## config.mk

```make
export PLATFORM = sky130hd
export DESIGN_NAME = ssi_encoder_reader_with_offset_top
export DESIGN_NICKNAME = d
export VERILOG_FILES = /design/src/rtl/ssienc_pkg.sv /design/src/rtl/ssienc_core.sv /design/src/rtl/ssienc_out_reg.sv /design/src/rtl/ssi_encoder_reader_with_offset_top.sv
export SDC_FILE = /design/constraint.sdc
export NUM_CORES = 1
export LEC_CHECK = 0
export ABC_AREA = 1
export BUFFER_PORTS_ARGS = -buffer_cell sky130_fd_sc_hd__buf_4
export CAP_MARGIN = 10
export CELL_PAD_IN_SITES_DETAIL_PLACEMENT = 1
export CELL_PAD_IN_SITES_GLOBAL_PLACEMENT = 2
export CORE_MARGIN = 2
export CORE_UTILIZATION = 30
export CTS_CLUSTER_SIZE = 20
export DETAILED_ROUTE_END_ITERATION = 6
export GPL_TIMING_DRIVEN = 0
export PLACE_DENSITY_LB_ADDON = 0.1
export SYNTH_ARGS = -nofsm -noshare
export SYNTH_HDL_FRONTEND = slang
export SYNTH_SLANG_ARGS = --single-unit
```

## constraint.sdc

```tcl
create_clock -name clk_i -period 3.6 [get_ports clk_i]
set_clock_uncertainty 0.15 [all_clocks]
set_input_delay 1.08 -clock clk_i [delete_from_list [all_inputs] [get_ports clk_i]]
set_output_delay 1.08 -clock clk_i [all_outputs]
set_load 0.02 [all_outputs]
```

## src/rtl/ssienc_pkg.sv

```systemverilog
// Shared constants and codes for the SSI encoder reader with offset.
package ssienc_pkg;

  localparam int unsigned JOINTS_DEFAULT        = 2;
  localparam int unsigned POSITION_BITS_DEFAULT = 12;

  localparam int unsigned CFG_DATA_W = 8;
  localparam int unsigned HALF_W     = 8;
  localparam int unsigned FRAME_W    = 6;
  localparam int unsigned OPCODE_W   = 3;

  localparam logic [HALF_W-1:0]  HALF_PERIOD_RESET = 8'd5;
  localparam logic [FRAME_W-1:0] FRAME_LEN_RESET   = 6'd18;

  typedef enum logic [OPCODE_W-1:0] {
    OP_TICK  = 3'd0,
    OP_READ  = 3'd1,
    OP_ZERO  = 3'd2,
    OP_LOAD  = 3'd3,
    OP_QUERY = 3'd4
  } opcode_e;

  typedef enum logic {
    CFG_HALF_PERIOD = 1'b0,
    CFG_FRAME_LEN   = 1'b1
  } cfg_reg_e;

endpackage

```

## src/rtl/ssienc_core.sv

```systemverilog
// Frame sequencer, offset table and results for one item per in_fire_i cycle.
module ssienc_core #(
  parameter int unsigned JOINTS        = ssienc_pkg::JOINTS_DEFAULT,
  parameter int unsigned POSITION_BITS = ssienc_pkg::POSITION_BITS_DEFAULT
) (
  input  logic                                clk_i,
  input  logic                                rst_ni,
  input  logic                                cfg_we_i,
  input  logic                                cfg_idx_i,
  input  logic [ssienc_pkg::CFG_DATA_W-1:0]   cfg_data_i,
  input  logic                                in_fire_i,
  input  logic [ssienc_pkg::OPCODE_W-1:0]     opcode_i,
  input  logic                                joint_i,
  input  logic [POSITION_BITS-1:0]            offset_value_i,
  input  logic                                data_line_i,
  output logic                                sensor_clock_o,
  output logic [JOINTS-1:0]                   select_n_o,
  output logic                                busy_o,
  output logic                                done_o,
  output logic [POSITION_BITS-1:0]            raw_o,
  output logic [POSITION_BITS-1:0]            pos_o,
  output logic [POSITION_BITS-1:0]            offset_o,
  output logic                                rejected_o
);

  localparam int unsigned JointIdxW = (JOINTS > 1) ? $clog2(JOINTS) : 1;

  logic [ssienc_pkg::HALF_W-1:0]  half_period_q;
  logic [ssienc_pkg::FRAME_W-1:0] frame_len_q;

  logic [POSITION_BITS-1:0]       offsets_q [JOINTS];
  logic [POSITION_BITS-1:0]       offsets_d [JOINTS];
  logic [POSITION_BITS-1:0]       shift_q, shift_d;
  logic [ssienc_pkg::FRAME_W-1:0] pulse_q, pulse_d;
  logic [ssienc_pkg::HALF_W-1:0]  div_q, div_d;
  logic                           clk_lvl_q, clk_lvl_d;
  logic                           active_q, active_d;
  logic [JointIdxW-1:0]           joint_q, joint_d;
  logic                           zero_q, zero_d;

  logic                           is_cmd;
  logic                           joint_ok;
  logic [JointIdxW-1:0]           jidx;
  logic [ssienc_pkg::HALF_W-1:0]  div_inc;
  logic [ssienc_pkg::FRAME_W-1:0] pulse_inc;
  logic [POSITION_BITS-1:0]       shift_set;
  logic [POSITION_BITS-1:0]       raw_new;

  assign joint_ok  = (32'(joint_i) < JOINTS);
  assign jidx      = JointIdxW'(joint_i);
  assign div_inc   = div_q + 8'd1;
  assign pulse_inc = pulse_q + 6'd1;

  always_comb begin
    unique case (opcode_i) inside
      ssienc_pkg::OP_READ, ssienc_pkg::OP_ZERO,
      ssienc_pkg::OP_LOAD, ssienc_pkg::OP_QUERY: is_cmd = 1'b1;
      default: is_cmd = 1'b0;
    endcase
  end

  // MSB first: pulse n lands in bit POSITION_BITS-1-n
  always_comb begin
    shift_set = '0;
    for (int k = 0; k < POSITION_BITS; k++) begin
      shift_set[k] = data_line_i && (pulse_q == 6'(POSITION_BITS - 1 - k));
    end
  end

  assign raw_new = shift_q | shift_set;

  always_comb begin
    offsets_d  = offsets_q;
    shift_d    = shift_q;
    pulse_d    = pulse_q;
    div_d      = div_q;
    clk_lvl_d  = clk_lvl_q;
    active_d   = active_q;
    joint_d    = joint_q;
    zero_d     = zero_q;
    done_o     = 1'b0;
    raw_o      = '0;
    pos_o      = '0;
    offset_o   = '0;
    rejected_o = 1'b0;

    if (active_q) begin
      rejected_o = is_cmd;
      if (div_inc >= half_period_q) begin
        div_d = '0;
        if (!clk_lvl_q) begin
          clk_lvl_d = 1'b1;
        end else begin
          shift_d = raw_new;
          pulse_d = pulse_inc;
          if (pulse_inc >= frame_len_q) begin
            active_d = 1'b0;
            done_o   = 1'b1;
            raw_o    = raw_new;
            if (zero_q) begin
              offsets_d[joint_q] = raw_new;
              pos_o              = '0;
            end else begin
              pos_o = raw_new - offsets_q[joint_q];
            end
          end else begin
            clk_lvl_d = 1'b0;
          end
        end
      end else begin
        div_d = div_inc;
      end
    end else if (is_cmd) begin
      if (!joint_ok) begin
        rejected_o = 1'b1;
      end else begin
        unique case (opcode_i) inside
          ssienc_pkg::OP_READ, ssienc_pkg::OP_ZERO: begin
            active_d  = 1'b1;
            joint_d   = jidx;
            zero_d    = (opcode_i == ssienc_pkg::OP_ZERO);
            shift_d   = '0;
            pulse_d   = '0;
            div_d     = '0;
            clk_lvl_d = 1'b0;
          end
          ssienc_pkg::OP_LOAD: offsets_d[jidx] = offset_value_i;
          default: offset_o = offsets_q[jidx];
        endcase
      end
    end
  end

  assign sensor_clock_o = clk_lvl_d;
  assign busy_o         = active_d;

  always_comb begin
    for (int j = 0; j < JOINTS; j++) begin
      select_n_o[j] = !(active_d && (joint_d == JointIdxW'(j)));
    end
  end

  always_ff @(posedge clk_i or negedge rst_ni) begin
    if (!rst_ni) begin
      half_period_q <= ssienc_pkg::HALF_PERIOD_RESET;
      frame_len_q   <= ssienc_pkg::FRAME_LEN_RESET;
    end else if (cfg_we_i) begin
      if (cfg_idx_i == ssienc_pkg::CFG_HALF_PERIOD) begin
        half_period_q <= cfg_data_i;
      end else begin
        frame_len_q <= cfg_data_i[ssienc_pkg::FRAME_W-1:0];
      end
    end
  end

  always_ff @(posedge clk_i or negedge rst_ni) begin
    if (!rst_ni) begin
      for (int j = 0; j < JOINTS; j++) begin
        offsets_q[j] <= '1;
      end
      shift_q   <= '0;
      pulse_q   <= '0;
      div_q     <= '0;
      clk_lvl_q <= 1'b1;
      active_q  <= 1'b0;
      joint_q   <= '0;
      zero_q    <= 1'b0;
    end else if (in_fire_i) begin
      offsets_q <= offsets_d;
      shift_q   <= shift_d;
      pulse_q   <= pulse_d;
      div_q     <= div_d;
      clk_lvl_q <= clk_lvl_d;
      active_q  <= active_d;
      joint_q   <= joint_d;
      zero_q    <= zero_d;
    end
  end

endmodule

```

## src/rtl/ssienc_out_reg.sv

```systemverilog
// Result register with valid/ready; refills in the cycle it is drained.
module ssienc_out_reg #(
  parameter int unsigned WIDTH = 1
) (
  input  logic             clk_i,
  input  logic             rst_ni,
  input  logic             in_valid_i,
  output logic             in_ready_o,
  input  logic [WIDTH-1:0] data_i,
  output logic             out_valid_o,
  input  logic             out_ready_i,
  output logic [WIDTH-1:0] data_o
);

  logic             valid_q, valid_d;
  logic [WIDTH-1:0] data_q;
  logic             load;

  assign in_ready_o = !valid_q || out_ready_i;
  assign load       = in_valid_i && in_ready_o;

  always_comb begin
    valid_d = valid_q;
    if (load) begin
      valid_d = 1'b1;
    end else if (out_ready_i) begin
      valid_d = 1'b0;
    end
  end

  always_ff @(posedge clk_i or negedge rst_ni) begin
    if (!rst_ni) begin
      valid_q <= 1'b0;
    end else begin
      valid_q <= valid_d;
    end
  end

  always_ff @(posedge clk_i) begin
    if (load) begin
      data_q <= data_i;
    end
  end

  assign out_valid_o = valid_q;
  assign data_o      = data_q;

endmodule

```

## src/rtl/ssi_encoder_reader_with_offset_top.sv

```systemverilog
// Top level of the SSI absolute encoder reader with per-joint offsets.
//
// Input channel (in_valid_i/in_ready_o): each transfer is one item, either a
// divider tick or a command (read, zero capture, load offset, query offset)
// for one joint. data_line_i carries the sensor data pin level for that item.
// Output channel (out_valid_o/out_ready_i): exactly one result transfer per
// input item, in order: pin levels (sensor clock, active-low selects), busy,
// done, raw reading, offset-corrected position, queried offset, rejected.
// The result of an item accepted at a clock edge is held in the result
// register and offered from that edge onward. Throughput is one item per cycle
// while the receiver keeps up, set by the single result register; a new item
// is taken in the same cycle the held result is transferred.
// If the receiver stalls, the result register holds its value and in_ready_o
// drops until it is taken; frame state does not advance. Reset: no frame
// active, sensor clock high, all selects high, offsets all ones, half period
// 5 ticks, frame length 18 pulses. Configuration (cfg_we_i, cfg_idx_i,
// cfg_data_i) must be written only while idle; the block does not enforce it.
module ssi_encoder_reader_with_offset_top #(
  parameter int unsigned JOINTS        = ssienc_pkg::JOINTS_DEFAULT,
  parameter int unsigned POSITION_BITS = ssienc_pkg::POSITION_BITS_DEFAULT
) (
  input  logic                               clk_i,
  input  logic                               rst_ni,
  // configuration write port
  input  logic                               cfg_we_i,
  input  logic                               cfg_idx_i,
  input  logic [ssienc_pkg::CFG_DATA_W-1:0]  cfg_data_i,
  // item channel
  input  logic                               in_valid_i,
  output logic                               in_ready_o,
  input  logic [ssienc_pkg::OPCODE_W-1:0]    opcode_i,
  input  logic                               joint_i,
  input  logic [POSITION_BITS-1:0]           offset_value_i,
  input  logic                               data_line_i,
  // result channel
  output logic                               out_valid_o,
  input  logic                               out_ready_i,
  output logic                               sensor_clock_o,
  output logic [JOINTS-1:0]                  select_n_o,
  output logic                               busy_res_o,
  output logic                               done_res_o,
  output logic [POSITION_BITS-1:0]           raw_reading_o,
  output logic [POSITION_BITS-1:0]           position_o,
  output logic [POSITION_BITS-1:0]           offset_out_o,
  output logic                               rejected_o
);

  // packed result: clock, selects, busy, done, raw, position, offset, rejected
  localparam int unsigned ResW = 4 + JOINTS + 3 * POSITION_BITS;

  logic                     in_fire;
  logic                     sclk;
  logic [JOINTS-1:0]        sel_n;
  logic                     busy;
  logic                     done;
  logic [POSITION_BITS-1:0] raw;
  logic [POSITION_BITS-1:0] pos;
  logic [POSITION_BITS-1:0] offs;
  logic                     rej;
  logic [ResW-1:0]          res_d;
  logic [ResW-1:0]          res_q;

  // state advances only on an accepted transfer
  assign in_fire = in_valid_i && in_ready_o;

  ssienc_core #(
    .JOINTS       (JOINTS),
    .POSITION_BITS(POSITION_BITS)
  ) u_core (
    .clk_i         (clk_i),
    .rst_ni        (rst_ni),
    .cfg_we_i      (cfg_we_i),
    .cfg_idx_i     (cfg_idx_i),
    .cfg_data_i    (cfg_data_i),
    .in_fire_i     (in_fire),
    .opcode_i      (opcode_i),
    .joint_i       (joint_i),
    .offset_value_i(offset_value_i),
    .data_line_i   (data_line_i),
    .sensor_clock_o(sclk),
    .select_n_o    (sel_n),
    .busy_o        (busy),
    .done_o        (done),
    .raw_o         (raw),
    .pos_o         (pos),
    .offset_o      (offs),
    .rejected_o    (rej)
  );

  assign res_d = {sclk, sel_n, busy, done, raw, pos, offs, rej};

  ssienc_out_reg #(
    .WIDTH(ResW)
  ) u_out_reg (
    .clk_i      (clk_i),
    .rst_ni     (rst_ni),
    .in_valid_i (in_valid_i),
    .in_ready_o (in_ready_o),
    .data_i     (res_d),
    .out_valid_o(out_valid_o),
    .out_ready_i(out_ready_i),
    .data_o     (res_q)
  );

  assign {sensor_clock_o, select_n_o, busy_res_o, done_res_o,
          raw_reading_o, position_o, offset_out_o, rejected_o} = res_q;

endmodule
```

---- Word level (Yosys, flattened, before mapping) ----
Cells that the tools add are included.
word-level totals
  flip-flop bits (word level) ............. 111
  input port bits ......................... 31
  output and inout port bits .............. 44
  logic and storage cells ................. 145
cells by class
  add/sub/neg operators ................... 3
  order comparisons ....................... 6
  equal/unequal tests ..................... 19
  multiplexer cells ....................... 51
  bitwise logic cells ..................... 10
  reduce and logical (&&, ||, !) cells .... 38
operators with widths
  cell                                                                    number
  24-bit two-way mux                                                      7
  12-bit two-way mux                                                      13
  24-bit bitwise mux                                                      2
  8-bit two-way mux                                                       4
  6-bit two-way mux                                                       5
  12-bit demux with 1-bit select                                          2
  6-bit by 3-bit equality test with 1-bit output (second input constant)  4
  6-bit by 4-bit equality test with 1-bit output (second input constant)  4
  1-bit two-way mux                                                       18
  1-bit logical AND                                                       17
  6-bit by 2-bit equality test with 1-bit output (second input constant)  2
  12-bit bitwise OR                                                       1
  12-bit subtractor                                                       1
  5-bit OR reduction                                                      2
  8-bit by 1-bit adder with 8-bit output (second input constant)          1
  8-bit >= comparator                                                     1
  4-bit AND reduction                                                     2
  2-bit nonzero test                                                      4
  1-bit inverter                                                          7
  7-bit AND reduction                                                     1
  6-bit by 1-bit adder with 6-bit output (second input constant)          1
  3-bit by 2-bit equality test with 1-bit output (second input constant)  2
  6-bit by 1-bit equality test with 1-bit output (second input constant)  1
  6-bit >= comparator                                                     1
  other kinds (15)                                                        24

---- Longest topological paths before layout ----
Gate-level depths: netlist (run 1).
  depth after elaboration ................. 11
  gate-level depth with buffers ........... 18
  gate-level depth less buffers ........... 18

---- Cells and area by module ----
Synthesis (run 1) repeated with hierarchy kept, for this count alone.
second synthesis, totals
  cell total of the unflattened synthesis .. 753
  area, all modules ....................... 6344.8 sq um
modules (own cells, without submodules)
  module                              instances  cells an instance  area each (sq um)  sequential area each (sq um)
  ssienc_core                         1          703                5031.1             1737.9
  ssienc_out_reg                      1          48                 1306.3             1286.2
  ssi_encoder_reader_with_offset_top  1          2                  7.5                0.0

---- Worst setup path after synthesis (run 1) ----
OpenSTA, ideal clock, no wires.
  path kind ............................... in2reg
  start point ............................. in data_line_i
  end point ............................... reg u_out_reg.data_q[21], in the netlist u_out_reg.data_o[21] (data pin)
  setup time .............................. 0.256 ns
  data arrival time ....................... 2.635 ns
  data required time ...................... 3.194 ns
  slack ................................... 0.559 ns
  cell stages on the path ................. 13
  buffers on the path ..................... 0
  cells stage by stage .................... nand3_1 > o21ai_1 > inv_1 > ha_1 > inv_1 > fa_1 > nand3_1 > nand2_1 > nand2_1 > nand2_1 > a21oi_1 > xor2_1 > nor2_1
on the way
  longest elaborated chain between the ends .. 3
  elaborated cells between the ends (all ways) .. 11
  those cells by class .................... 1 x add/sub; 1 x bitwise; 9 x reduce/logical
ends and longest elaborated chain
  item                   line                                      RTL
  from (decl)            ssi_encoder_reader_with_offset_top.sv:34  input logic data_line_i,
  1-bit logical AND      ssienc_core.sv:66                         shift_set[k] = data_line_i && (pulse_q == 6'(POSITION_BITS - 1 - k));
  12-bit bitwise OR (*)  ssienc_core.sv:70                         assign raw_new = shift_q | shift_set;
  12-bit subtractor (*)  ssienc_core.sv:104                        pos_o = raw_new - offsets_q[joint_q];
  to (signal assigned)   ssienc_out_reg.sv:41                      data_q <= data_i;
  to (decl)              ssienc_out_reg.sv:16                      logic [WIDTH-1:0] data_q;
Mark *: on every way between the ends. The rest lies on a longest branch, timed or not.
A chain may end at the register's enable or synchronous reset.

---- Final worst setup path (run 1) ----
  start point ............................. reg u_core.joint_q
  end point ............................... reg u_out_reg.data_q[21], in the netlist u_out_reg.data_o[21] (data pin)
on the way
  longest elaborated chain between the ends .. 5
ends and longest elaborated chain
  item                                                    line                RTL
  from (decl)                                             ssienc_core.sv:38   logic [JointIdxW-1:0] joint_q, joint_d;
  from (signal assigned)                                  ssienc_core.sv:175  joint_q <= joint_d;
  1-bit inverter with 2-bit output (implied by the code)  ssienc_core.sv:104
  12-bit two-way mux (implied by the code) (3 in a row)   ssienc_core.sv:104
  12-bit subtractor                                       ssienc_core.sv:104
No other way between the ends. The select of a mux whose other input is x is not followed.

==> results of run 1 <==
## logic make-up after synthesis
| logic type | count (synthesis) | synth area share [%] |
|---|---|---|
| buffers and inverters | 138 | 8.946 |
| adder cells (fa/ha/maj) | 31 | 6.014 |
| AO/OA/AOI/OAI | 67 | 6.110 |
| AND/OR/NAND/NOR | 442 | 29.41 |
| XOR/XNOR | 15 | 1.999 |
| multiplexers | 10 | 1.523 |
| flip-flops | 111 | 46.00 |
## flip-flops by register name, indices dropped and copies added, names as in the netlist
register / count
u_core.offsets_q: 24
u_core.active_q: 1
u_core.zero_q: 1
u_core.shift_q: 12
u_out_reg.data_o: 42
u_core.pulse_q: 6
u_out_reg.out_valid_o: 1
u_core.frame_len_q: 6
u_core.clk_lvl_q: 1
u_core.joint_q: 1
u_core.div_q: 8
u_core.half_period_q: 8
## power by group
part,switching [mW],internal (mW),total (mW)
clock,0.517,0.536,1.05
combinational,1.04,0.547,1.59
sequential,0.119,1.51,1.63
total,1.68,2.60,4.28
## final cells by class
class                      instances  share of cell area (%)
sequential                       111                   38.77
multi-input combinational        565                   37.97
inverter                         110                   5.326
clock buffer                      11                   3.385
buffer                            28                   2.214
clock inverter                     5                  0.4652
tap                              280                   4.491
timing repair buffer              75                   7.379
## per-stage QoR
step                      utilization [%]  instance area, sq um
final                               35.96                  7800
after global routing                35.96                  7800
after CTS                           35.87                  7780
after detailed placement            34.49                  7480
after global placement              34.49                  7480
after floorplan                         -                  6574
## synthesized netlist by cell type (2+ instances only)
cell      count  area, sq um
mux2i_1      10        100.1
xor2_1       14        122.6
clkbuf_1      8        30.03
buf_6         6        67.56
o21ai_0      21        105.1
nand3_2       2        20.02
inv_2         4        15.01
o21ai_2      10        87.58
dfrtp_1      40         1001
nand4_2       2        25.02
nor3_1        3        15.01
a21boi_0      2        15.01
nand4_1      33        206.5
nor2_2        4        25.02
buf_2        12        60.06
ha_1         30        375.4
o22ai_1       5        31.28
nor2_1       65        244.0
buf_4         2        15.01
o21ai_1       2        10.01
inv_1       105        394.1
edfxtp_1     42         1261
or2_0         2        12.51
dfstp_2      29        762.0
nor2_4        3        33.78
nand3_1      31        155.2
a21oi_1      24        120.1
nand2_1     281         1055
nand2_2       9        56.30
nand2_4       2        22.52
## metal layers
metal  track usage, %  part of all wire, %
met4            7.210                  2.8
met1            22.17                   43
met2            32.50                   51
met3            2.481                  3.0
met5                0                    0
## how the worst max path moves through the flow
stage / start / to / cells past startpoint
5_1_grt: u_core.joint_q / u_out_reg.data_o[21] / 15
3_5_place_dp: data_line_i / u_out_reg.data_o[21] / 14
6_report: u_core.joint_q / u_out_reg.data_o[21] / 15
3_3_place_gp: data_line_i / u_out_reg.data_o[21] / 14
2_1_floorplan: data_line_i / u_out_reg.data_o[21] / 13
4_1_cts: u_core.joint_q / u_out_reg.data_o[21] / 15
## critical path, cell delays in order, from the launching register on
cell      delay, ns
dfrtp_1        0.36
buf_2          0.17
inv_1          0.23
clkbuf_1       0.45
nand2_1        0.10
nand2_1        0.13
ha_1           0.15
inv_1          0.09
fa_1           0.44
nand3_1        0.11
nand2_1        0.08
nand2_1        0.07
nand2_1        0.08
a21oi_1        0.16
xor2_1         0.19
nor2_1         0.06
==> results.yml, run 1 <==
detailed_routing:
  first_pass_iters: 6
  ant_nets: 0
  dr_total_vias: 5558
  post_drt_wl_per_cell_um: 17.23
  totalWireLength_um: 20420
  viasPerCell: 4.690
  drcViolationCount: 0
  first_iter_violations: 217
place:
  globalplace.congestion: 0.7395
  dp_slack_ns: -0.03907
  io_buffers: 74
  place_inst: 1168
  dp_hpwl_um: 15230
final_layout:
  multi_input_area_sq_um: 2962
  mostFrequentLayoutCells: "281 x nand2_1, 105 x inv_1, 76 x buf_4"
  antenna_cells: 0
  syn2layout_area_growth_pct: 18.65
  nNetsFinal: 962
  layout-drive-gt1-share_pct: 20.11
  final_cell_count_no_fill: 1185
  n_fill_cell: 2644
  final_common_cell: "nand2_1"
  regArea_sq_um: 3024
yosys:
  syn-mean-instance-area_sq_um: 8.076
  ys_seq_elements: 111
  netlist_area_sq_um: 6574
  ys_async_sr_fraction_pct: 62.16
  syn-num-nets: 876
  synthCells: 814
  ys.flop_type: "edfxtp_1"
  synth_cell_types: 41
  yosysWarnings: 0
  synth_enable_flop_cells: 42
  ys_seq_area_share_pct: 46.00
hold_path:
  whs_endpoint: "u_core.offsets_q[19]"
  hold_depth: 2
  hp-class: "register to register"
  hp-start: "u_core.offsets_q[19]"
die:
  rows: 54
  fp.coreArea_sq_um: 21690
  start_util_pct: 30.31
  fp.dieH_um: 152.0
  fp.dieW_um: 152.0
  ios: 75
  dieArea_sq_um: 23110
grt:
  grt_max_degree: 70
  grt_pass1_wl_um: 32790
  antenna_found_initial: 0
  grt_util_all_layers_pct: 18.21
  grt_pass1_vias: 5949
  grt_overflow: 0
cts:
  cts_tree: "yes"
  cts-root-buf: "clkbuf_16"
  cts_hold_buf: 0
  cts_buffers: 9
  clock-sinks: 111
  cts_setup_buffers: 0
  postCtsResizedCells: 0
  clockBufferDepth: 2
  worstSkewPairLatency_ns: 0.37
  h-tree-depth: 3
  clk_pin_slew_ns: 0.08
power_and_ir_drop:
  p_per_area_nw_per_um2: 548.1
  irDropWorstVdd_v: 0.0002387
  power_mw: 4.275
  power_leakage_nw: 3.792
timing:
  period_minus_slack_ns: 3.269
  max_clock_freq_mhz: 305.9
  hold_violations: 0
  tightest_slew_ns: 0.9628
  setup_ws_ns: 0.3314
  post-route-period-util_pct: 90.79
  slew_headroom_pct: 35.81
  setup_tns_ns: 0
  rsz0062_at_grt: "false"
  timing.hold.ws_ns: 0.3260
  maxSlewViolCount: 0
  finalSetupViolations: 0
critical_path:
  cp.required_ns: 3.58
  start_kind: "register"
  rrSetupSlack_ns: 0.33
  r2r_start: "u_core.joint_q"
  arrival_ns: 3.24
  end_kind: "register"
  path_class: "register to register"
  crit_fanout: 10
  ff2ff_path_depth: 15
  reg2reg_to: "u_out_reg.data_o[21]"
run:
  drv_cap: 0
run_status:
  status: "complete, no violations"
No activity file was read; power rests on OpenSTA's default activity.
==> inputs of run 2 (changes only) <==
--- a/config.mk
+++ b/config.mk
@@ -15,7 +15,7 @@
 export CTS_CLUSTER_SIZE = 20
 export DETAILED_ROUTE_END_ITERATION = 6
 export GPL_TIMING_DRIVEN = 0
-export PLACE_DENSITY_LB_ADDON = 0.1
+export PLACE_DENSITY = 0.69
 export SYNTH_ARGS = -nofsm -noshare
 export SYNTH_HDL_FRONTEND = slang
 export SYNTH_SLANG_ARGS = --single-unit
==> run 2 against run 1 <==
  * Total power is 0.69% lower
  * Die area stayed put
  * Utilization is 0.098 points lower
  * Critical path type is now primary input to register
  * Critical endpoint unchanged
==> results.yml, run 2 (synthesized netlist as in run 1, its figures left out) <==
hold_path:
  whs_endpoint: "u_core.offsets_q[16]"
  hp-start: "u_core.offsets_q[16]"
  hold_depth: 2
  hp-class: "register to register"
grt:
  antenna_found_initial: 0
  grt_pass1_wl_um: 32230
  grt_max_degree: 70
  grt_pass1_vias: 5970
  grt_util_all_layers_pct: 17.72
  grt_overflow: 0
power_and_ir_drop:
  irDropWorstVdd_v: 0.0002173
  clockPowerShare_pct: 24.5
  netSwitchingFraction_pct: 38.28
  power_mw: 4.246
  p_per_area_nw_per_um2: 545.8
  seqPwrFrac_pct: 38.5
  switchingPower_mw: 1.625
  power_leakage_nw: 3.779
  p_int_mw: 2.620
  p_comb_share_pct: 37.0
critical_path:
  path_cells: "buf_4 > nand3_1 > o21ai_1 > inv_1 > ha_1 > inv_1 > fa_1 > nand3_1 > nand2_1 > nand2_1 > nand2_1 > a21oi_1 > xor2_1 > nor2_1"
  cp.required_ns: 3.56
  crit_family: "simple AND/OR/NAND/NOR gates"
  cp.depth: 14
  path_class: "primary input to register"
  arrival_ns: 3.23
  crit_top_cell: "nand2_1"
  rrSetupSlack_ns: 0.33
  end_kind: "register"
  critPathBufInv: 3
  crit_fanout: 5
  crit_slowest_cell: "fa_1"
  start_kind: "primary input"
  r2r_start: "u_core.joint_q"
  ff2ff_path_depth: 15
  cpPeakStageDelay_ns: 0.44
  reg2reg_to: "u_out_reg.data_o[21]"
run_status:
  status: "complete, no violations"
cts:
  cts-root-buf: "clkbuf_16"
  cts_tree: "yes"
  worstSkewPairLatency_ns: 0.36
  h-tree-depth: 3
  cts_hold_buf: 0
  cts_buffers: 9
  postCtsResizedCells: 0
  clk_pin_slew_ns: 0.07
  cts_setup_buffers: 0
  clockBufferDepth: 2
  clock-sinks: 111
detailed_routing:
  ant_nets: 0
  first_iter_violations: 214
  dr_total_vias: 5544
  drcViolationCount: 0
  routed-wl-met3_um: 509
  totalWireLength_um: 19890
  viasPerCell: 4.682
  post_drt_wl_per_cell_um: 16.80
  route.met2.wl_um: 10020
  met1_length_um: 8907
  top_layer_used: "met4"
  first_pass_iters: 4
run:
  drv_cap: 0
final_layout:
  final_cell_count_no_fill: 1184
  layout-drive-gt1-share_pct: 19.80
  multi_input_area_sq_um: 2962
  antenna_cells: 0
  mostFrequentLayoutCells: "281 x nand2_1, 105 x inv_1, 76 x buf_4"
  nNetsFinal: 961
  final_cell_area_sq_um: 7779
  regArea_sq_um: 3024
  syn2layout_area_growth_pct: 18.33
  largest_reg_flops: 42
  final_common_cell: "nand2_1"
  n_fill_cell: 2639
timing:
  finalSetupViolations: 0
  hold_violations: 0
  post-route-period-util_pct: 90.95
  period_minus_slack_ns: 3.274
  maxSlewViolCount: 0
  max_clock_freq_mhz: 305.4
  tightest_slew_ns: 1.136
  setup_ws_ns: 0.3259
  slew_headroom_pct: 24.14
  rsz0062_at_grt: "false"
die:
  rows: 54
  fp.dieH_um: 152.0
  dieArea_sq_um: 23110
  fp.dieW_um: 152.0
  fp.coreArea_sq_um: 21690
  start_util_pct: 30.31
  ios: 75
place:
  dp_hpwl_um: 15290
  io_buffers: 74
  postPlaceCellArea_sq_um: 7480
  place_inst: 1168
  globalplace.congestion: 0.8463
  dp_slack_ns: -0.08094
[run 2: cell types whose count changed in the layout (fill, tap and decap cells not counted)]
cell and change:
bufinv_16 +1, buf_12 -1, clkbuf_16 -1, clkbuf_1 +1, clkinv_2 -1, clkinv_1 +1, inv_6 -1
[run 2: worst max-delay path by stage]
| stage | startpoint | end |
|---|---|---|
| 6_report | data_line_i | u_out_reg.data_o[21] |
| 5_1_grt | u_core.joint_q | u_out_reg.data_o[21] |
| 4_1_cts | u_core.joint_q | u_out_reg.data_o[21] |
| 3_5_place_dp | data_line_i | u_out_reg.data_o[21] |
| 3_3_place_gp | data_line_i | u_out_reg.data_o[21] |
| 2_1_floorplan | data_line_i | u_out_reg.data_o[21] |
[run 2: power by group through the flow]
stage               logic, mW  clock network [mW]  registers [mW]
floorplan                1.09                   0            1.66
global placement         1.55                   0            1.65
detailed placement       1.60                   0            1.66
CTS                      1.60                1.09            1.63
global route             1.80                1.13            1.66
finish                   1.57                1.04            1.63
[run 2: stage by stage]
| stage | util (%) | hold slack (ns) | TNS (ns) |
|---|---|---|---|
| final | 35.87 | 0.3267 | 0 |
| after global routing | 35.87 | 0.3462 | 0 |
| after CTS | 35.87 | 0.3307 | 0 |
| after global placement | 34.49 | 0.3115 | -0.05161 |
| after floorplan | - | 0.2989 | 0 |
| after detailed placement | 34.49 | 0.3157 | -0.08094 |
[run 2: metal layers]
| layer | GRT usage [%] | up-vias |
|---|---|---|
| li1 | - | 2764 |
| met1 | 22.05 | 2683 |
| met2 | 31.32 | 74 |
| met3 | 2.539 | 23 |
| met4 | 6.320 | 0 |
| met5 | 0 | - |
[run 2: layout make-up]
type | instances | area share (%)
clock buffers | 11 | 3.120
clock inverters | 5 | 0.7238
repair buffers | 74 | 7.142
flip-flops and latches | 111 | 38.88
inverters | 110 | 5.340
multi-input cells | 565 | 38.07
well taps | 280 | 4.504
plain buffers | 28 | 2.220
[run 2: tightest hold or removal path, stage by stage (launching register included)]
cell and delay (ns):
dfstp_2 0.38, nand2_1 0.06, nand2_1 0.04
==> inputs of run 3 (changes only) <==
--- a/config.mk
+++ b/config.mk
@@ -18,4 +18,5 @@
 export PLACE_DENSITY = 0.69
 export SYNTH_ARGS = -nofsm -noshare
 export SYNTH_HDL_FRONTEND = slang
+export SYNTH_HIERARCHICAL = 1
 export SYNTH_SLANG_ARGS = --single-unit
==> constraint.sdc (replaced) <==
create_clock -name clk_i -period 3.6 [get_ports clk_i]
set_clock_uncertainty 0.15 [all_clocks]
set_input_delay 0.36 -clock clk_i [delete_from_list [all_inputs] [get_ports clk_i]]
set_output_delay 0.36 -clock clk_i [all_outputs]
set_load 0.02 [all_outputs]
==> run 3 against run 2 <==
  * Cell count decreased by 5.5%
  * Fmax grew 4.5%
  * Sequential cell count is the same
  * Sequential power increased by 7%
  * Critical endpoint is now u_out_reg/data_o[39]
  * Largest cell class unchanged
==> results.yml, run 3 <==
power_and_ir_drop:
  seqPwrFrac_pct: 34.1
  switchingPower_mw: 2.197
  power_leakage_nw: 3.492
  p_per_area_nw_per_um2: 674.2
  p_int_mw: 2.888
  clockPowerShare_pct: 18.6
  irDropWorstVdd_v: 0.0003223
  netSwitchingFraction_pct: 43.21
  p_comb_share_pct: 47.3
cts:
  cts_tree: "yes"
  cts_setup_buffers: 0
  cts-root-buf: "clkbuf_16"
  cts_buffers: 9
  h-tree-depth: 3
  worstSkewPairLatency_ns: 0.35
  clockBufferDepth: 2
  clock-sinks: 111
  clk_pin_slew_ns: 0.07
  cts_hold_buf: 0
  postCtsResizedCells: 0
critical_path:
  crit_top_cell: "nand2_1"
  rrSetupSlack_ns: 0.47
  reg2reg_to: "u_out_reg/data_o[39]"
  path_class: "register to register"
  end_kind: "register"
  crit_slowest_cell: "dfrtp_1"
  critPathBufInv: 1
  path_cells: "nand2_1 > nor2_1 > nand4_1 > nor2_1 > nand2_1 > nand2_1 > inv_1 > ha_1 > a21o_1 > nor2_2 > nand2_1 > nand3_1 > nand2_1 > or2_2"
  cp.required_ns: 3.56
  arrival_ns: 3.09
  cp-startpoint: "u_core/div_q[0]"
  start_kind: "register"
  r2r_start: "u_core/div_q[0]"
  ff2ff_path_depth: 14
  crit_fanout: 5
  cpPeakStageDelay_ns: 0.43
  crit_family: "simple AND/OR/NAND/NOR gates"
final_layout:
  final_common_cell: "nand2_1"
  syn2layout_area_growth_pct: 18.87
  final_cell_area_sq_um: 7542
  nNetsFinal: 901
  layout-drive-gt1-share_pct: 19.31
  final_util_pct: 36.11
  mostFrequentLayoutCells: "157 x nand2_1, 118 x inv_1, 84 x nand3_1"
  antenna_cells: 0
  largest_reg_flops: 42
timing:
  max_clock_freq_mhz: 319.3
  hold_violations: 0
  setup_ws_ns: 0.4684
  post-route-period-util_pct: 86.99
  slew_headroom_pct: 38.19
  finalSetupViolations: 0
  tightest_slew_ns: 0.9272
  maxSlewViolCount: 0
  rsz0062_at_grt: "false"
  period_minus_slack_ns: 3.132
  timing.hold.ws_ns: 0.01042
yosys:
  ys_seq_area_share_pct: 47.66
  yosysWarnings: 6
  ys_async_sr_fraction_pct: 62.16
  yosysMostFrequentCell: "nand2_1"
  syn-num-nets: 815
  ys.flop_type: "edfxtp_1"
  ys_seq_elements: 111
  synth_enable_flop_cells: 42
  synth.top_cell.area_share_pct: 19.88
  synth_common_cells: "157 x nand2_1, 118 x inv_1, 84 x nand3_1"
  syn-mean-instance-area_sq_um: 8.426
  synthCells: 753
  netlist_area_sq_um: 6345
  synth.area.top_cells: "edfxtp_1 20%, dfrtp_1 16%, dfstp_2 12%"
  synth_top_cell_by_area: "edfxtp_1"
  synth_cell_types: 38
run_status:
  status: "complete, no violations"
grt:
  grt_util_all_layers_pct: 16.87
  grt_pass1_vias: 5579
  grt_pass1_wl_um: 29390
  antenna_found_initial: 0
  grt_overflow: 0
  grt_max_degree: 70
detailed_routing:
  totalWireLength_um: 18130
  post_drt_wl_per_cell_um: 16.20
  drcViolationCount: 0
  first_pass_iters: 4
  viasPerCell: 4.731
  dr_total_vias: 5294
  ant_nets: 0
  first_iter_violations: 200
die:
  fp.dieH_um: 149.4
  fp.dieW_um: 149.4
  rows: 53
  start_util_pct: 30.37
  fp.coreArea_sq_um: 20890
  ios: 75
  dieArea_sq_um: 22330
place:
  postPlaceCellArea_sq_um: 7276
  dp_hpwl_um: 14330
  io_buffers: 74
  globalplace.congestion: 0.8269
  dp_slack_ns: 0.4360
run:
  drv_cap: 0
hold_path:
  hp-class: "primary input to async pin"
run 3: per-layer routing:
| metal | vias to the layer above | wire (um) | global-route usage, % |
|---|---|---|---|
| li1 | 2625 | - | - |
| met1 | 2573 | 9358 | 24.25 |
| met2 | 81 | 8052 | 26.63 |
| met3 | 15 | 505 | 2.774 |
| met4 | 0 | 216 | 3.857 |
| met5 | - | 0 | 0 |
run 3: cell families after synthesis:
kind of cell,count (synthesis),share of synthesized area (%)
buf+inv,150,9.880
flops,111,47.66
xor+xnor,16,2.209
fa+ha+maj,31,6.232
compound gates,118,10.43
simple gates,317,22.01
mux,10,1.578
run 3: worst max path at each step:
stage	end	slack, ns	depth (start not counted)
global placement	u_out_reg/data_o[37]	-0.74	3
detailed placement	u_out_reg/data_o[39]	0.44	14
floorplan	u_out_reg/data_o[0]	0.42	1
finish	u_out_reg/data_o[39]	0.47	14
global route	u_out_reg/data_o[39]	0.13	14
CTS	u_out_reg/data_o[39]	0.42	14
run 3: final cells by class:
class / count / area (sq um)
buffer: 27 / 161.4
clock buffer: 11 / 232.7
clock inverter: 5 / 33.78
fill: 2521 / 13350
inverter: 123 / 465.4
multi-input combinational: 492 / 2705
sequential: 111 / 3024
tap: 275 / 344.1
timing repair buffer: 75 / 575.6
run 3: through the flow:
step           cells  TNS, ns  total power, mW
6_report        1119        0            5.085
5_1_grt         1119        0            5.538
4_1_cts         1119        0            5.156
3_5_place_dp    1103        0            4.177
3_3_place_gp    1102   -30.89            4.104
2_1_floorplan    753        0            3.455
run 3: power by group through the flow:
stage / Clock, mW / Sequential (mW) / Combinational [mW]
floorplan: 0 / 1.75 / 1.71
finish: 0.945 / 1.74 / 2.40
CTS: 0.988 / 1.74 / 2.43
global route: 1.03 / 1.77 / 2.74
detailed placement: 0 / 1.76 / 2.42
global placement: 0 / 1.75 / 2.35
